File: src/hdl/hctd_pkg.sv
package hctd_pkg;

    localparam int LENGTH_BITS = 32;

    localparam logic [7:0] CFG_MAX_HDR_RESET = 8'd32;

    localparam logic [7:0] CH_CR    = 8'h0D;
    localparam logic [7:0] CH_LF    = 8'h0A;
    localparam logic [7:0] CH_SP    = 8'h20;
    localparam logic [7:0] CH_TAB   = 8'h09;
    localparam logic [7:0] CH_VT    = 8'h0B;
    localparam logic [7:0] CH_FF    = 8'h0C;
    localparam logic [7:0] CH_ZERO  = 8'h30;
    localparam logic [7:0] CH_NINE  = 8'h39;
    localparam logic [7:0] CH_LO_A  = 8'h61;
    localparam logic [7:0] CH_LO_F  = 8'h66;
    localparam logic [7:0] CH_UP_A  = 8'h41;
    localparam logic [7:0] CH_UP_F  = 8'h46;
    localparam logic [7:0] CH_LO_X  = 8'h78;
    localparam logic [7:0] CH_UP_X  = 8'h58;
    localparam logic [7:0] HEX_TEN  = 8'd10;

    typedef enum logic [1:0] {
        SUB_BLANKS = 2'd0,
        SUB_ZERO   = 2'd1,
        SUB_DIGITS = 2'd2,
        SUB_IGNORE = 2'd3
    } hdr_sub_t;

    typedef enum logic [1:0] {
        ERR_NONE = 2'd0,
        ERR_LONG = 2'd1,
        ERR_CR   = 2'd2,
        ERR_LF   = 2'd3
    } err_code_t;

    typedef logic [LENGTH_BITS-1:0] chunk_len_t;

    // outcome of adding one byte to the size line
    typedef struct packed {
        logic       ok;
        logic [7:0] count;
        hdr_sub_t   sub;
        chunk_len_t len;
    } line_res_t;

endpackage

File: src/hdl/http_chunked_transfer_decoder_top.sv
// channel   dir  handshake                tdata            tuser / tlast
// s_*       in   s_tvalid / s_tready      data_byte[7:0]   tuser: restart
// m_*       out  m_tvalid / m_tready      payload_byte     tuser: payload_valid,
//                                                          byte_consumed, message_done,
//                                                          error_code[1:0]; tlast: chunk_last
// cfg_*     in   cfg_valid / cfg_ready    max_header_length[7:0]
//
// one byte per cycle sustained while m_tready is high: input register, one pass of parse logic, result register
// an accepted request moves from the input register into the result register, and its result
// is taken from the result register on the m_* channel
// parser state updates as the byte leaves the input register, so back-to-back bytes see it
// a stalled m_tready holds both registers; s_tready stays high while the input stage is free
// rst_n clears parser state, valid flags and sets max_header_length to 32
module http_chunked_transfer_decoder_top
    import hctd_pkg::*;
(
    input  logic       clk,
    input  logic       rst_n,

    input  logic       cfg_valid,
    output logic       cfg_ready,
    input  logic [7:0] cfg_data,

    input  logic       s_tvalid,
    output logic       s_tready,
    input  logic [7:0] s_tdata,   // [7:0] data_byte
    input  logic       s_tuser,   // [0] restart

    output logic       m_tvalid,
    input  logic       m_tready,
    output logic [7:0] m_tdata,   // [7:0] payload_byte
    output logic       m_tlast,   // chunk_last
    output logic [4:0] m_tuser    // [0] payload_valid [1] byte_consumed [2] message_done
                                  // [4:3] error_code
);

    typedef enum logic [2:0] {
        PH_HEADER = 3'd0,
        PH_BODY   = 3'd1,
        PH_CR     = 3'd2,
        PH_LF     = 3'd3,
        PH_CR_END = 3'd4,
        PH_LF_END = 3'd5,
        PH_DONE   = 3'd6
    } phase_t;

    localparam chunk_len_t LEN_ONES = '1;

    function automatic logic is_hex(input logic [7:0] c);
        return (c >= CH_ZERO && c <= CH_NINE) || (c >= CH_LO_A && c <= CH_LO_F)
            || (c >= CH_UP_A && c <= CH_UP_F);
    endfunction

    function automatic logic [3:0] hex_val(input logic [7:0] c);
        logic [7:0] v;
        if (c >= CH_ZERO && c <= CH_NINE)
            v = c - CH_ZERO;
        else if (c >= CH_LO_A && c <= CH_LO_F)
            v = c - CH_LO_A + HEX_TEN;
        else
            v = c - CH_UP_A + HEX_TEN;
        return v[3:0];
    endfunction

    function automatic logic is_blank(input logic [7:0] c);
        return c == CH_SP || c == CH_TAB || c == CH_CR || c == CH_LF
            || c == CH_VT || c == CH_FF;
    endfunction

    // saturates once another digit would overflow
    function automatic chunk_len_t accumulate(input chunk_len_t len, input logic [3:0] d);
        if (len[LENGTH_BITS-1 -: 4] != 4'd0)
            return LEN_ONES;
        return {len[LENGTH_BITS-5:0], d};
    endfunction

    function automatic line_res_t line_char(input logic [7:0] count, input hdr_sub_t sub,
                                            input chunk_len_t len, input logic [7:0] max_len,
                                            input logic [7:0] c);
        line_res_t r;
        logic      hx;
        logic [3:0] d;
        r.ok    = 1'b1;
        r.count = count;
        r.sub   = sub;
        r.len   = len;
        hx      = is_hex(c);
        d       = hex_val(c);
        if (count >= max_len) begin
            r.ok = 1'b0;
        end else begin
            r.count = count + 8'd1;
            case (sub)
                SUB_BLANKS: begin
                    if (is_blank(c))
                        r.sub = SUB_BLANKS;
                    else if (c == CH_ZERO)
                        r.sub = SUB_ZERO;
                    else if (hx) begin
                        r.len = accumulate(len, d);
                        r.sub = SUB_DIGITS;
                    end else
                        r.sub = SUB_IGNORE;
                end
                SUB_ZERO: begin
                    if (c == CH_LO_X || c == CH_UP_X)
                        r.sub = SUB_DIGITS;
                    else if (hx) begin
                        r.len = accumulate(len, d);
                        r.sub = SUB_DIGITS;
                    end else
                        r.sub = SUB_IGNORE;
                end
                SUB_DIGITS: begin
                    if (hx)
                        r.len = accumulate(len, d);
                    else
                        r.sub = SUB_IGNORE;
                end
                default: r.sub = sub;
            endcase
        end
        return r;
    endfunction

    logic [7:0] max_hdr_reg;

    logic       in_valid_reg;
    logic [7:0] in_byte_reg;
    logic       in_restart_reg;

    phase_t     phase_reg, phase_next;
    chunk_len_t len_reg, len_next;
    logic [7:0] count_reg, count_next;
    hdr_sub_t   sub_reg, sub_next;
    logic       pcr_reg, pcr_next;
    err_code_t  err_reg, err_next;

    logic       out_valid_reg;
    logic [7:0] out_byte_reg, out_byte_next;
    logic       out_pv_reg, out_pv_next;
    logic       out_last_reg, out_last_next;
    logic       out_cons_reg, out_cons_next;
    logic       out_done_reg;

    logic       advance;
    logic       proc;
    line_res_t  lc_cr;
    line_res_t  lc_byte;

    assign advance   = !out_valid_reg || m_tready;
    assign proc      = in_valid_reg && advance;
    assign s_tready  = !in_valid_reg || advance;
    assign cfg_ready = 1'b1;

    always_comb
    begin
        phase_next    = phase_reg;
        len_next      = len_reg;
        count_next    = count_reg;
        sub_next      = sub_reg;
        pcr_next      = pcr_reg;
        err_next      = err_reg;
        out_pv_next   = 1'b0;
        out_byte_next = 8'd0;
        out_last_next = 1'b0;
        out_cons_next = 1'b0;
        lc_cr         = '0;
        lc_byte       = '0;

        if (in_restart_reg) begin
            phase_next = PH_HEADER;
            len_next   = '0;
            count_next = 8'd0;
            sub_next   = SUB_BLANKS;
            pcr_next   = 1'b0;
            err_next   = ERR_NONE;
        end

        if (err_next == ERR_NONE && phase_next != PH_DONE) begin
            out_cons_next = 1'b1;
            unique case (phase_next) inside
                PH_HEADER: begin
                    if (pcr_next && in_byte_reg == CH_LF) begin
                        pcr_next   = 1'b0;
                        count_next = 8'd0;
                        sub_next   = SUB_BLANKS;
                        phase_next = (len_next == '0) ? PH_CR_END : PH_BODY;
                    end else begin
                        // a held cr that is not followed by lf counts as a line byte
                        if (pcr_next) begin
                            pcr_next = 1'b0;
                            lc_cr = line_char(count_next, sub_next, len_next, max_hdr_reg,
                                              CH_CR);
                            if (!lc_cr.ok)
                                err_next = ERR_LONG;
                            else begin
                                count_next = lc_cr.count;
                                sub_next   = lc_cr.sub;
                                len_next   = lc_cr.len;
                            end
                        end
                        if (err_next == ERR_NONE) begin
                            if (in_byte_reg == CH_CR)
                                pcr_next = 1'b1;
                            else begin
                                lc_byte = line_char(count_next, sub_next, len_next,
                                                    max_hdr_reg, in_byte_reg);
                                if (!lc_byte.ok)
                                    err_next = ERR_LONG;
                                else begin
                                    count_next = lc_byte.count;
                                    sub_next   = lc_byte.sub;
                                    len_next   = lc_byte.len;
                                end
                            end
                        end
                    end
                end
                PH_BODY: begin
                    out_pv_next   = 1'b1;
                    out_byte_next = in_byte_reg;
                    len_next      = len_next - chunk_len_t'(1);
                    if (len_next == '0) begin
                        out_last_next = 1'b1;
                        phase_next    = PH_CR;
                    end
                end
                PH_CR, PH_CR_END: begin
                    if (in_byte_reg == CH_CR)
                        phase_next = (phase_next == PH_CR) ? PH_LF : PH_LF_END;
                    else
                        err_next = ERR_CR;
                end
                PH_LF, PH_LF_END: begin
                    if (in_byte_reg == CH_LF)
                        phase_next = (phase_next == PH_LF) ? PH_HEADER : PH_DONE;
                    else
                        err_next = ERR_LF;
                end
                default: phase_next = PH_HEADER;
            endcase
            if (err_next != ERR_NONE)
                out_cons_next = 1'b0;
        end
    end

    always_ff @(posedge clk or negedge rst_n)
    begin
        if (!rst_n) begin
            max_hdr_reg    <= CFG_MAX_HDR_RESET;
            in_valid_reg   <= 1'b0;
            in_restart_reg <= 1'b0;
            phase_reg      <= PH_HEADER;
            len_reg        <= '0;
            count_reg      <= 8'd0;
            sub_reg        <= SUB_BLANKS;
            pcr_reg        <= 1'b0;
            err_reg        <= ERR_NONE;
            out_valid_reg  <= 1'b0;
            out_pv_reg     <= 1'b0;
            out_last_reg   <= 1'b0;
            out_cons_reg   <= 1'b0;
            out_done_reg   <= 1'b0;
        end else begin
            if (cfg_valid && cfg_ready)
                max_hdr_reg <= cfg_data;

            if (s_tvalid && s_tready) begin
                in_valid_reg   <= 1'b1;
                in_restart_reg <= s_tuser;
            end else if (advance) begin
                in_valid_reg <= 1'b0;
            end

            if (proc) begin
                phase_reg    <= phase_next;
                len_reg      <= len_next;
                count_reg    <= count_next;
                sub_reg      <= sub_next;
                pcr_reg      <= pcr_next;
                err_reg      <= err_next;
                out_pv_reg   <= out_pv_next;
                out_last_reg <= out_last_next;
                out_cons_reg <= out_cons_next;
                out_done_reg <= (phase_next == PH_DONE);
            end

            if (advance)
                out_valid_reg <= in_valid_reg;
        end
    end

    always_ff @(posedge clk)
    begin
        if (s_tvalid && s_tready)
            in_byte_reg <= s_tdata;
        if (proc)
            out_byte_reg <= out_byte_next;
    end

    assign m_tvalid = out_valid_reg;
    assign m_tdata  = out_byte_reg;
    assign m_tlast  = out_last_reg;
    assign m_tuser  = {err_reg, out_done_reg, out_cons_reg, out_pv_reg};

`ifndef SYNTHESIS
    a_last_is_payload: assert property (@(posedge clk) disable iff (!rst_n)
        m_tvalid && m_tlast |-> m_tuser[0])
        else $error("chunk_last without payload");

    a_payload_consumed: assert property (@(posedge clk) disable iff (!rst_n)
        m_tvalid && m_tuser[0] |-> m_tuser[1] && m_tuser[4:3] == ERR_NONE)
        else $error("payload byte not consumed or in error");

    a_error_not_consumed: assert property (@(posedge clk) disable iff (!rst_n)
        m_tvalid && m_tuser[4:3] != ERR_NONE |-> !m_tuser[1] && !m_tuser[2])
        else $error("error result marked consumed or done");

    a_error_sticky: assert property (@(posedge clk) disable iff (!rst_n)
        err_reg != ERR_NONE && !(proc && in_restart_reg) |=> err_reg == $past(err_reg))
        else $error("sticky error changed without restart");

    a_done_holds: assert property (@(posedge clk) disable iff (!rst_n)
        phase_reg == PH_DONE && !(proc && in_restart_reg) |=> phase_reg == PH_DONE)
        else $error("done phase left without restart");
`endif

endmodule
File: config.mk
export PLATFORM = sky130hd
export DESIGN_NAME = http_chunked_transfer_decoder_top
export DESIGN_NICKNAME = d
export VERILOG_FILES = /design/src/hdl/hctd_pkg.sv /design/src/hdl/http_chunked_transfer_decoder_top.sv
export SDC_FILE = /design/constraint.sdc
export NUM_CORES = 1
export LEC_CHECK = 0
export BUFFER_PORTS_ARGS = -buffer_cell sky130_fd_sc_hd__buf_2
export CORE_MARGIN = 2
export CORE_UTILIZATION = 50
export DETAILED_ROUTE_END_ITERATION = 12
export PLACE_DENSITY = 0.75
export SYNTH_ARGS = -nofsm -noshare
export SYNTH_HDL_FRONTEND = slang
export SYNTH_SLANG_ARGS = --single-unit
File: constraint.sdc
create_clock -name clk -period 6.1 [get_ports clk]
set_input_delay 0.915 -clock clk [delete_from_list [all_inputs] [get_ports clk]]
set_output_delay 0.915 -clock clk [all_outputs]
set_load 0.03 [all_outputs]
Word level (Yosys, flattened, before mapping)
Index checks and enable logic that the tools add are counted.
{"block": "word_totals", "ff_bits": 79, "latchBits": 0, "ramBits": 0, "mem_bits_ro": 0, "inputBits": 22, "output_inout_bits": 17, "elab_cells": 218, "mem_count": 0}
{"block": "classes", "n_addsub": 8, "n_mul": 0, "n_div": 0, "n_lt_le_gt_ge": 8, "eq_ne": 20, "shifts": 0, "muxes": 133, "bitwise": 0, "n_reduce_logical": 33}
{"op": "$mux 32", "count": 19}
{"op": "$mux 8", "count": 12}
{"op": "$pmux 32 s3", "count": 1}
{"op": "$logic_not 32->1", "count": 2}
{"op": "$pmux 32 s2", "count": 1}
{"op": "$mux 2", "count": 29}
{"op": "$mux 1", "count": 54}
{"op": "$mux 42", "count": 1}
{"op": "$eq 8x4->1 const B", "count": 5}
{"op": "$sub 32x1->32 const B", "count": 1}
{"op": "$mux 3", "count": 9}
{"op": "$add 8x1->8 const B", "count": 2}
{"op": "$eq 8x6->1 const B", "count": 2}
{"op": "$eq 8x7->1 const B", "count": 2}
{"op": "$ge 8x7->1 const B", "count": 2}
{"op": "$ge 8x8->1", "count": 2}
{"op": "$le 8x7->1 const B", "count": 2}
{"op": "$pmux 2 s3", "count": 2}
{"op": "$pmux 3 s4", "count": 1}
{"op": "$sub 4x1->4 const B", "count": 3}
{"op": "$logic_or 1x1->1", "count": 10}
{"op": "$mux 10", "count": 1}
{"op": "$eq 3x3->1 const B", "count": 3}
{"op": "$add 4x4->4 const B", "count": 2}
{"op": "other kinds (17)", "count": 34}

Logic depth before layout (Yosys ltp)
Gate-level depths: netlist of run 1.
{"block": "logic_depth", "word_depth": 32, "depth_mapped": 25, "depth_no_buf": 19}

Least setup slack after synthesis of run 1
OpenSTA, ideal clock, no wires.
{"block": "synth_timing", "path_type": "flip-flop to flip-flop", "from": "register in_restart_reg", "to": "register len_reg[12]", "setup_ps": 123, "arrival_ps": 5590, "required_time_ps": 5977, "path_slack_ps": 387, "stages_incl_launch_ff": 24, "n_path_buf": 6, "synth_period_minus_slack_ps": 5713, "path_cell_list": "dfrtp_1 > clkbuf_1 > buf_1 > clkbuf_1 > clkbuf_1 > clkbuf_1 > nor2b_1 > ha_1 > and4_1 > and2_1 > or3_1 > nor2_1 > and4_1 > xor2_1 > ha_1 > a21o_1 > a21oi_1 > nand4_1 > or2_1 > buf_6 > or3_4 > a21o_1 > a221oi_2 > nor2_1"}
{"block": "synth_via", "elab_chain_len": 28, "word_cells_on_any_way": 99, "cone_classes": "add/sub (2); order compare (2); eq/ne (6); mux (80); reduce/logical (9)"}
{"item": "start, declared", "line_no": "http_chunked_transfer_decoder_top.sv:130", "text": "logic in_restart_reg;"}
{"item": "start signal, assigned", "line_no": "http_chunked_transfer_decoder_top.sv:271", "text": "in_restart_reg <= s_tuser;"}
{"item": "parallel branches: the longest is 27 deep, another holds $ge 8x8->1"}
{"item": "$mux 32 *", "line_no": "http_chunked_transfer_decoder_top.sv:180", "text": "if (err_next == ERR_NONE && phase_next != PH_DONE) begin"}
{"item": "end signal, assigned", "line_no": "http_chunked_transfer_decoder_top.sv:278", "text": "len_reg <= len_next;"}
{"item": "end, declared", "line_no": "http_chunked_transfer_decoder_top.sv:133", "text": "chunk_len_t len_reg, len_next;"}
Mark *: on every way between the ends. The select of a mux whose other input is x is not followed.
A chain may end at the register's enable or synchronous reset.

Worst setup path after layout of run 1
{"block": "layout_timing", "from": "register in_restart_reg", "to": "register len_reg[7]"}
Same word-level chain as after synthesis.

==> out/results.md, run 1 <==
| Item | Value | Unit |
|:---|:---|:---|
| Final global-route overflow total | 0 | - |
| Worst EP required | 6.35 | ns |
| Total of warnings raised by yosys | 0 | - |
| Maximum frequency from static timing analysis | 189 | MHz |
| Final-stage net count | 908 | - |
| TritonRoute pass-1 iters | 5 | - |
| Longest Clk Path Bufs | 2 | - |
| Post-synthesis cell count | 870 | - |
| Unrepaired setup endpoints after global routing | false | - |
| Met3 routing resource usage after global routing | 5.42 | % |
| Startpoint of the worst hold path | m_tlast$_DFFE_PN0P_ | - |
| Actual slew at the worst max-slew pin | 0.971 | ns |
| CP Buf/Inv Count | 1 | - |
| Root buffer selected by CTS | sky130_fd_sc_hd__clkbuf_16 | - |
| Endpoint type of the worst setup path | flop | - |
| Core footprint | 13,200 | um2 |
| Post-synthesis average cell area | 7.79 | um2 |
| Final hold violations | 0 | - |
| Crit Reg-Reg Startpoint | in_restart_reg$_DFFE_PN0P_ | - |
| Total standard cell area after synthesis | 6780 | um2 |
| Final setup fails | 0 | - |
| Maximum number of pins on one net before global-route repair | 71 | - |
| Total power divided by cell area | 393 | nW/um2 |
| Largest incremental delay on the critical path | 0.58 | ns |
| Number of instances on the worst hold path | 2 | - |
| Power consumption | 2860 | uW |
| Synth async-reset ratio | 79.7 | % |
| GRT Total Usage | 29.0 | % |
| Number of pins with negative max-slew slack in the final report | 0 | - |
| DPL Wire Length | 14,400 | um |
| Critical path data arrival time | 5.53 | ns |
| Post-cts repair resize count | 0 | - |
| Critical path start-end classification | flop to flop | - |
| Post-CTS Setup Repair Bufs | 0 | - |
| Drt wl/cell | 20.1 | um |
| Fraction of layout instances using a drive strength above 1 | 10.4 | % |
| Endpoint of the worst hold path | m_tlast$_DFFE_PN0P_ | - |
| Type of the worst min-delay path | flop to flop | - |
| Post-detailed-route count of antenna-violating nets | 0 | - |
| MaxCap Viol Count | 0 | - |
| Starting DRT DRC Count | 955 | - |
| Grt met2 use | 45.0 | % |
| Number of input and output port buffers inserted | 37 | - |
| Detailed-route via count | 6,914 | - |
| Met1 usage | 40.1 | % |
| CP top delay family | simple AND/OR/NAND/NOR gates | - |
| Reg-to-reg setup timing slack | 0.81 | ns |
| Chip Height | 120 | um |
| Overall die area | 14,500 | um2 |
| Routed Wire Length | 20,800 | um |
| Worst-path clk slew | 0.06 | ns |
| Worst-Skew Late Latency | 0.36 | ns |
| Summed negative setup slack over all endpoints | 0 | ns |
| Number of placement rows | 42 | - |
| Status | complete, no violations | - |
| Per-cell via count in the routed design | 6.65 | - |
| Clock tree from TritonCTS | built | - |
| Cell count after placement | 1,023 | - |
| # clock sinks | 79 | - |
| Standby leakage power | 0.00305 | uW |
| Number of synthesized register bits | 79 | - |
| Fraction of the yosys area taken by sequential cells | 30.4 | % |
| Total clock buffers created by CTS | 9 | - |
| Tightest slew margin relative to the limit | 34.7 | % |
| Crit path max-delay cell type | sky130_fd_sc_hd__or4_4 | - |
| Critical path fanouts, max | 14 | - |
| DRC errors left | 0 | - |
| Largest vdd supply drop | 0.000251 | V |
| Weighted congestion reported at the end of routability-driven placement | 1.02 | - |
| Number of library cell types mapped by synthesis | 81 | - |
| Final worst path period need | 5.29 | ns |
| Number of cells in the finished layout apart from fillers | 1,039 | - |
| Diode count | 0 | - |
| Die Width | 120 | um |
| Final period utilization | 86.6 | % |
| Initial Utilization | 51.2 | % |
| Ordered list of cells on the worst path | inv_1, nand2_1, ha_1, nand2b_1, a221o_1, o2111a_2, nor4_1, nand3_1, xor2_1, nor2_1, ha_1, and3_1, o2111ai_1, nand4_1, or4_4, nand4_1, nand2_1, a22o_1, a21o_1 | - |
| Place WS | 0.882 | ns |
| Number of nets in the synthesized netlist | 920 | - |
| Worst R2R Path Depth | 19 | - |
| Max FFs per register | 32 | - |
| Number of antenna violations at the first check in global routing | 0 | - |
| Most Used Layer, Global Route | met2 | - |
| First-pass GRT wire length | 33,500 | um |
| Endpoint of the lowest-slack register-to-register path | len_reg[7]$_DFFE_PN0P_ | - |
| Clock tree skew after final layout | 0.0160 | ns |
| Worst Setup Slack, final | 0.815 | ns |
| Dominant synthesized flop cell | sky130_fd_sc_hd__dfrtp_1 | - |
| Kind of start point of the critical path | flop | - |
| Via count of the first global-routing pass | 6,319 | - |
| Layout Area Growth over Synthesis | 7.33 | % |
| CTS Hold Bufs | 0 | - |
| Number of flops mapped to enable cells by yosys | 16 | - |
| IO Pins | 39 | - |
| Clock H-tree levels | 3 | - |
-- worst max path at each step --
stage | from | to | slack, ns | cells past startpoint
finish | in_restart_reg$_DFFE_PN0P_ | len_reg[7]$_DFFE_PN0P_ | 0.81 | 19
global route | in_restart_reg$_DFFE_PN0P_ | len_reg[7]$_DFFE_PN0P_ | 0.55 | 18
global placement | in_restart_reg$_DFFE_PN0P_ | len_reg[7]$_DFFE_PN0P_ | 1.0 | 19
floorplan | in_restart_reg$_DFFE_PN0P_ | len_reg[12]$_DFFE_PN0P_ | 0.39 | 23
CTS | in_restart_reg$_DFFE_PN0P_ | len_reg[7]$_DFFE_PN0P_ | 0.88 | 19
detailed placement | in_restart_reg$_DFFE_PN0P_ | len_reg[7]$_DFFE_PN0P_ | 0.88 | 18
-- cells in the final DEF (no fill, tap or decap), drive strengths merged, types with 10 or more instances in the layout --
master and count:
or3 11, dfrtp 62, o21ai 93, nand3 20, xnor2 12, a31oi 17
mux2i 19, clkbuf 11, nor2b 18, nand4 15, nor2 73, nand2 97
buf 47, a21oi 61, o22ai 11, edfxtp 16, inv 35, nand2b 11
nor4 25, nor3 21, ha 28, and2 10
-- cell usage after synthesis (11+ instances only) --
| library cell | n | share of area, % |
|---|---|---|
| sky130_fd_sc_hd__nand4_1 | 15 | 1.4 |
| sky130_fd_sc_hd__nor4_1 | 18 | 1.7 |
| sky130_fd_sc_hd__nor2b_1 | 18 | 1.7 |
| sky130_fd_sc_hd__clkbuf_1 | 53 | 2.9 |
| sky130_fd_sc_hd__nor3_1 | 21 | 1.6 |
| sky130_fd_sc_hd__o21ai_0 | 83 | 6.1 |
| sky130_fd_sc_hd__a21oi_1 | 61 | 4.5 |
| sky130_fd_sc_hd__nand3_1 | 20 | 1.5 |
| sky130_fd_sc_hd__nor2_1 | 73 | 4.0 |
| sky130_fd_sc_hd__xnor2_1 | 12 | 1.6 |
| sky130_fd_sc_hd__ha_1 | 28 | 5.2 |
| sky130_fd_sc_hd__a31oi_1 | 15 | 1.4 |
| sky130_fd_sc_hd__o22ai_1 | 11 | 1.0 |
| sky130_fd_sc_hd__nand2b_1 | 11 | 1.0 |
| sky130_fd_sc_hd__nand2_1 | 97 | 5.4 |
| sky130_fd_sc_hd__edfxtp_1 | 16 | 7.1 |
| sky130_fd_sc_hd__dfrtp_1 | 62 | 23 |
| sky130_fd_sc_hd__inv_1 | 35 | 1.9 |
| sky130_fd_sc_hd__mux2i_1 | 19 | 2.8 |
-- power by group --
| part | internal [uW] | total, uW | leakage, uW | switching, uW |
|---|---|---|---|---|
| combinational | 517 | 1500 | 0.00192 | 981 |
| clock | 342 | 577 | 0.000151 | 236 |
| sequential | 622 | 785 | 0.000984 | 163 |
| total | 1480 | 2860 | 0.00305 | 1380 |
-- tightest hold or removal path, cell delays in order (launching register included) --
cell and delay [ns]:
sky130_fd_sc_hd__dfrtp_1 0.34, sky130_fd_sc_hd__nand2_1 0.05, sky130_fd_sc_hd__nand2_1 0.05
-- final cells by class --
cell class	instances	area, um2
clock buffer	11	254
clock inverter	5	56.3
fill	1255	5970
inverter	35	131
multi-input combinational	686	4290
sequential	79	2060
tap	176	220
timing repair buffer	47	260
-- through the flow --
step | hold WS (ns) | util, % | instance area [um2]
3_5_place_dp | 0.459 | 52.6 | 6960
4_1_cts | 0.473 | 54.9 | 7270
2_1_floorplan | 0.448 | - | 6780
3_3_place_gp | 0.446 | 52.6 | 6960
5_1_grt | 0.499 | 54.9 | 7270
6_report | 0.467 | 54.9 | 7270
-- routing by layer --
| layer | routed length (um) | vias to the layer above |
|---|---|---|
| met1 | 8920 | 3228 |
| met3 | 1970 | 62 |
| met4 | 690 | 0 |
| met5 | 0 | - |
| met2 | 9250 | 443 |
| li1 | - | 3181 |
-- cells by family after synthesis --
kind of cell / Yosys count / share of synthesized area [%]
AND/OR/NAND/NOR: 339 / 26.0
XOR/XNOR: 21 / 2.71
multiplexers: 22 / 3.30
buffers and inverters: 105 / 6.30
other: 1 / 0.0553
flip-flops: 79 / 30.4
AO/OA/AOI/OAI: 275 / 26.0
adder cells (fa/ha/maj): 28 / 5.17
(Power assumes the default switching activity.)
==> inputs of run 2 (changes only) <==
CORE_MARGIN = unset   (was 2)
==> out/results.md, run 2 (synthesis gave the netlist of run 1 again) <==
| Item | Value | Unit |
|:---|:---|:---|
| Routed Wire Length | 20,900 | um |
| Final hold violations | 0 | - |
| Final worst path period need | 5.37 | ns |
| Starting DRT DRC Count | 809 | - |
| DRC errors left | 0 | - |
| Critical path data arrival time | 5.62 | ns |
| Clock H-tree levels | 3 | - |
| Smallest hold slack | 0.464 | ns |
| Multi-input gate area in the final layout | 4290 | um2 |
| DPL Wire Length | 14,400 | um |
| Total clock buffers created by CTS | 9 | - |
| Total power divided by cell area | 390 | nW/um2 |
| Weighted congestion reported at the end of routability-driven placement | 1.02 | - |
| Worst-Skew Late Latency | 0.36 | ns |
| Via count of the first global-routing pass | 6,402 | - |
| Worst-path clk slew | 0.07 | ns |
| Actual slew at the worst max-slew pin | 1.24 | ns |
| GRT Total Usage | 30.7 | % |
| Worst Setup Slack, final | 0.730 | ns |
| Final design area excluding fillers | 7270 | um2 |
| TritonRoute pass-1 iters | 7 | - |
| Summed negative setup slack over all endpoints | 0 | ns |
| Number of input and output port buffers inserted | 37 | - |
| Type of the worst min-delay path | flop to flop | - |
| Die Width | 118 | um |
| Final-stage net count | 909 | - |
| Longest Clk Path Bufs | 2 | - |
| Number of pins with negative max-slew slack in the final report | 0 | - |
| Place WS | 0.867 | ns |
| Kind of start point of the critical path | flop | - |
| Max FFs per register | 32 | - |
| Most common cell after layout, fill and taps aside | sky130_fd_sc_hd__nand2_1 | - |
| Tightest slew margin relative to the limit | 17.5 | % |
| Crit. path cell count | 18 | - |
| Number of placement rows | 42 | - |
| Count of filler cells inserted in the layout | 1,237 | - |
| Ordered list of cells on the worst path | nor2_1, ha_1, a21oi_1, o21ai_0, or3_1, nor4_1, nand3_1, xor2_1, nor2_1, ha_1, and3_1, o2111ai_1, nand4_1, or4_4, nand4_1, nand2_1, a22o_1, a21o_1 | - |
| Detailed-route via count | 6,828 | - |
| Layout Area Growth over Synthesis | 7.27 | % |
| Unrepaired setup endpoints after global routing | false | - |
| Core footprint | 13,200 | um2 |
| Per-cell via count in the routed design | 6.57 | - |
| Diode count | 0 | - |
| Worst R2R Path Depth | 18 | - |
| Largest incremental delay on the critical path | 0.58 | ns |
| CTS Hold Bufs | 0 | - |
| Largest vdd supply drop | 0.000186 | V |
| Highest-count cells in the layout ignoring fill and taps | 97 x sky130_fd_sc_hd__nand2_1, 83 x sky130_fd_sc_hd__o21ai_0, 73 x sky130_fd_sc_hd__nor2_1 | - |
| # clock sinks | 79 | - |
| CP Buf/Inv Count | 0 | - |
| Final period utilization | 88.0 | % |
| Reg-to-reg setup timing slack | 0.73 | ns |
| Fraction of layout instances using a drive strength above 1 | 10.5 | % |
| Post-cts repair resize count | 0 | - |
| Critical path start-end classification | flop to flop | - |
| First-pass GRT wire length | 34,100 | um |
| Chip Height | 118 | um |
| MaxCap Viol Count | 0 | - |
| Status | complete, no violations | - |
| Initial Utilization | 51.2 | % |
| Final setup fails | 0 | - |
| Standby leakage power | 0.00306 | uW |
| Post-detailed-route count of antenna-violating nets | 0 | - |
| Root buffer selected by CTS | sky130_fd_sc_hd__clkbuf_16 | - |
| Maximum number of pins on one net before global-route repair | 71 | - |
| Worst EP required | 6.35 | ns |
| Crit path max-delay cell type | sky130_fd_sc_hd__or4_4 | - |
| Critical path fanouts, max | 14 | - |
| Number of antenna violations at the first check in global routing | 0 | - |
| Clock tree from TritonCTS | built | - |
| CP top delay family | simple AND/OR/NAND/NOR gates | - |
| Sequential cell area | 2060 | um2 |
| Endpoint type of the worst setup path | flop | - |
| Clock tree skew after final layout | 0.0132 | ns |
| Number of instances on the worst hold path | 2 | - |
| Drt wl/cell | 20.1 | um |
| Post-CTS Setup Repair Bufs | 0 | - |
| Final global-route overflow total | 0 | - |
| Instance area after placement | 6970 | um2 |
| Maximum frequency from static timing analysis | 186 | MHz |
| IO Pins | 39 | - |
| Overall die area | 14,000 | um2 |
run 2: cell count changes in the layout (fill, tap and decap cells not counted), sizes merged:
cell / delta
clkinv: +3
clkbuf: -2
buf: +1
clkinvlp: -1
run 2: power breakdown:
group          switching (uW)  leakage (uW)  internal [uW]  total (uW)
combinational             972       0.00193            519        1490
sequential                161      0.000984            622         783
clock                     247      0.000147            318         565
run 2: metrics by stage:
step           instances  util (%)  power (uW)
5_1_grt             1040      54.9        3010
3_5_place_dp        1024      52.6        2230
3_3_place_gp        1024      52.6        2210
6_report            1040      54.9        2840
2_1_floorplan        870         -        1840
4_1_cts             1040      54.9        2790
run 2: layout make-up:
class | instances | area share, %
clock inverters | 7 | 1.02
flip-flops and latches | 79 | 28.3
clock buffers | 9 | 3.10
inverters | 35 | 1.81
well taps | 176 | 3.03
repair buffers | 48 | 3.68
multi-input cells | 686 | 59.0
run 2: layer usage:
layer  part of all wire (%)  wire length, um  global-route usage (%)  vias to the layer above
li1                       -                -                       -                     3198
met3                    8.0             1670                    5.26                       47
met1                     44             9240                    42.2                     3211
met4                    3.3              684                    13.9                        0
met5                      0                0                       0                        -
met2                     45             9340                    47.3                      372
run 2: worst paths after layout:
kind,from,to
max,in_restart_reg$_DFFE_PN0P_,len_reg[7]$_DFFE_PN0P_
min,m_tlast$_DFFE_PN0P_,m_tlast$_DFFE_PN0P_
max reg2reg,in_restart_reg$_DFFE_PN0P_,len_reg[7]$_DFFE_PN0P_
min reg2reg,m_tlast$_DFFE_PN0P_,m_tlast$_DFFE_PN0P_
max in group asynchronous,rst_n,in_restart_reg$_DFFE_PN0P_
min in group asynchronous,rst_n,len_reg[23]$_DFFE_PN0P_
run 2: tightest hold or removal path, cell delays in order (launching register included):
cell and delay (ns):
sky130_fd_sc_hd__dfrtp_1 0.34, sky130_fd_sc_hd__nand2_1 0.05, sky130_fd_sc_hd__nand2_1 0.05
==> inputs of run 3 (changes only) <==
ABC_AREA = 1   (was unset)
==> out/results.md, run 3 <==
| Item | Value | Unit |
|:---|:---|:---|
| Max FFs per register | 32 | - |
| Most used standard cell by instance count after synthesis | sky130_fd_sc_hd__nand2_1 | - |
| Maximum number of pins on one net before global-route repair | 64 | - |
| Final hold violations | 0 | - |
| Top area cells in the synthesized netlist | sky130_fd_sc_hd__nand2_1 19%, sky130_fd_sc_hd__dfrtp_1 18%, sky130_fd_sc_hd__nor2_1 6.9% | - |
| Crit Reg-Reg Startpoint | in_restart_reg$_DFFE_PN0P_ | - |
| TritonRoute pass-1 iters | 5 | - |
| Place WS | 1.23 | ns |
| Actual slew at the worst max-slew pin | 1.16 | ns |
| Endpoint of the lowest-slack register-to-register path | len_reg[24]$_DFFE_PN0P_ | - |
| Clock tree from TritonCTS | built | - |
| Starting DRT DRC Count | 1,087 | - |
| CP Buf/Inv Count | 6 | - |
| Top layer reached by signal wires | met4 | - |
| Via count of the first global-routing pass | 8,569 | - |
| Share of total power in the clock network | 13.4 | % |
| Overall die area | 17,500 | um2 |
| Die Width | 132 | um |
| DPL Wire Length | 19,000 | um |
| Critical path data arrival time | 5.20 | ns |
| IO Pins | 39 | - |
| Final period utilization | 81.4 | % |
| Largest incremental delay on the critical path | 0.64 | ns |
| MaxCap Viol Count | 0 | - |
| Detailed-route via count | 9,393 | - |
| Standby leakage power | 0.00481 | uW |
| Post-synthesis cell count | 1,379 | - |
| Part of the total power dissipated in combinational logic | 67.0 | % |
| Switching power summed over all nets | 2630 | uW |
| Synth async-reset ratio | 79.7 | % |
| Worst R2R Path Depth | 27 | - |
| Kind of start point of the critical path | flop | - |
| Root buffer selected by CTS | sky130_fd_sc_hd__clkbuf_16 | - |
| Power Internal | 2040 | uW |
| Critical path start-end classification | flop to flop | - |
| Share of total power consumed by net switching | 56.3 | % |
| Longest Clk Path Bufs | 2 | - |
| Post-route met1 wirelength | 11,900 | um |
| Number of input and output port buffers inserted | 37 | - |
| Core footprint | 16,600 | um2 |
| Total power divided by cell area | 515 | nW/um2 |
| CP top delay family | simple AND/OR/NAND/NOR gates | - |
| Routed wire length on met3 | 2240 | um |
| Diode count | 0 | - |
| Tightest slew margin relative to the limit | 22.3 | % |
| Type of the worst min-delay path | flop to flop | - |
| Weighted congestion reported at the end of routability-driven placement | 0.986 | - |
| Clock tree skew after final layout | 0.0138 | ns |
| Worst-path clk slew | 0.07 | ns |
| Post-detailed-route count of antenna-violating nets | 0 | - |
| Maximum frequency from static timing analysis | 201 | MHz |
| Critical path fanouts, max | 53 | - |
| Total clock buffers created by CTS | 9 | - |
| Total standard cell area after synthesis | 8480 | um2 |
| Post-synthesis average cell area | 6.15 | um2 |
| Worst-Skew Late Latency | 0.36 | ns |
| Number of nets in the synthesized netlist | 1,429 | - |
| Most frequent cell on the critical path | sky130_fd_sc_hd__nand2_1 | - |
| Worst Setup Slack, final | 1.14 | ns |
| Per-cell via count in the routed design | 5.87 | - |
| Number of synthesized register bits | 79 | - |
| Smallest hold slack | 0.478 | ns |
| Routed Wire Length | 27,000 | um |
| Most common cell after layout, fill and taps aside | sky130_fd_sc_hd__nand2_1 | - |
| Unrepaired setup endpoints after global routing | false | - |
| # clock sinks | 79 | - |
| Highest-count cells in the layout ignoring fill and taps | 423 x sky130_fd_sc_hd__nand2_1, 155 x sky130_fd_sc_hd__nor2_1, 140 x sky130_fd_sc_hd__inv_1 | - |
| Status | complete, no violations | - |
| Reg-to-reg setup timing slack | 1.14 | ns |
| Sequential Power Share | 19.6 | % |
| CTS Hold Bufs | 0 | - |
| Summed negative setup slack over all endpoints | 0 | ns |
| Number of instances on the worst hold path | 2 | - |
| Final global-route overflow total | 0 | - |
| Endpoint of the worst hold path | out_cons_reg$_DFFE_PN0P_ | - |
| Post-CTS Setup Repair Bufs | 0 | - |
| Number of pins with negative max-slew slack in the final report | 0 | - |
| Layout Area Growth over Synthesis | 6.75 | % |
| Number of antenna violations at the first check in global routing | 0 | - |
| Share of Yosys cell area claimed by the top area cell type | 18.7 | % |
| Total of warnings raised by yosys | 0 | - |
| Final worst path period need | 4.96 | ns |
| Fraction of the yosys area taken by sequential cells | 24.3 | % |
| Number of flops mapped to enable cells by yosys | 16 | - |
| Endpoint type of the worst setup path | flop | - |
| Cell type contributing the most total cell area after synthesis | sky130_fd_sc_hd__nand2_1 | - |
| Crit path max-delay cell type | sky130_fd_sc_hd__dfrtp_1 | - |
| Largest vdd supply drop | 0.000304 | V |
| Initial Utilization | 51.2 | % |
| DRC errors left | 0 | - |
| Startpoint of the worst hold path | out_cons_reg$_DFFE_PN0P_ | - |
| Final setup fails | 0 | - |
| GRT Total Usage | 31.7 | % |
| Dominant synthesized flop cell | sky130_fd_sc_hd__dfrtp_1 | - |
| Number of placement rows | 47 | - |
| Worst EP required | 6.33 | ns |
| Number of library cell types mapped by synthesis | 48 | - |
| Fraction of layout instances using a drive strength above 1 | 8.77 | % |
| Chip Height | 132 | um |
| Drt wl/cell | 16.9 | um |
| Post-cts repair resize count | 0 | - |
| Final-stage net count | 1,424 | - |
| Met2 layer wire length in the routed design | 12,200 | um |
| Cell types with the highest counts after synthesis | 423 x sky130_fd_sc_hd__nand2_1, 155 x sky130_fd_sc_hd__nor2_1, 141 x sky130_fd_sc_hd__inv_1 | - |
| First-pass GRT wire length | 44,300 | um |
| Clock H-tree levels | 3 | - |
## run 3: layer usage
metal / up-vias / GRT usage, %
met5: - / 0
met4: 0 / 8.88
met3: 48 / 5.50
met2: 431 / 51.1
met1: 4298 / 43.6
li1: 4616 / -
## run 3: worst max-delay path by stage
stage                                    start                 endpoint  slack, ns  cells after the start
detailed placement  in_restart_reg$_DFFE_PN0P_  len_reg[29]$_DFFE_PN0P_       1.23                     27
floorplan           in_restart_reg$_DFFE_PN0P_  len_reg[29]$_DFFE_PN0P_       2.40                     28
global route        in_restart_reg$_DFFE_PN0P_  len_reg[22]$_DFFE_PN0P_       0.64                     27
global placement    in_restart_reg$_DFFE_PN0P_  len_reg[29]$_DFFE_PN0P_       1.40                     27
CTS                 in_restart_reg$_DFFE_PN0P_  len_reg[24]$_DFFE_PN0P_       1.21                     27
finish              in_restart_reg$_DFFE_PN0P_  len_reg[24]$_DFFE_PN0P_       1.14                     27
## run 3: cell families (layout without fill, tap and decap cells)
kind of cell | after synthesis | in the layout | share of synthesized area, %
xor gates and xnor gates | 10 | 10 | 1.03
buffers and inverters | 214 | 214 | 10.2
DFF | 79 | 79 | 24.3
adders and majority gates | 28 | 28 | 4.13
AOI/OAI and AO/OA | 300 | 300 | 22.5
and+or+nand+nor | 746 | 746 | 37.6
muxes | 1 | 1 | 0.133
other | 1 | 1 | 0.0442
## run 3: worst register-to-register path: cells and delay by family (launching register included)
kind                       cells  cell delay (ns)
AOI/OAI and AO/OA              2             0.24
DFF                            1             0.64
and+or+nand+nor               17             2.60
adders and majority gates      2             0.61
buffers and inverters          6             0.77
## run 3: power by group through the flow
stage	registers, uW	logic (uW)	clock network [uW]
3_5_place_dp	919	3040	0
3_3_place_gp	915	3020	0
6_report	913	3120	624
2_1_floorplan	906	2340	0
5_1_grt	939	3500	651
4_1_cts	910	3060	628
## run 3: cell type report
class,count,area (um2)
clock inverters,7,104
flip-flops and latches,79,2060
well taps,220,275
multi-input cells,1086,5560
repair buffers,50,283
clock buffers,9,225
inverters,148,556
fillers,1724,7530
## run 3: stage by stage
stage	instances	cell area, um2	total power (uW)	util, %
6_report	1599	9060	4660	54.6
3_5_place_dp	1583	8730	3960	52.6
5_1_grt	1599	9060	5090	54.6
3_3_place_gp	1583	8730	3930	52.6
2_1_floorplan	1379	8480	3250	-
4_1_cts	1599	9060	4600	54.6
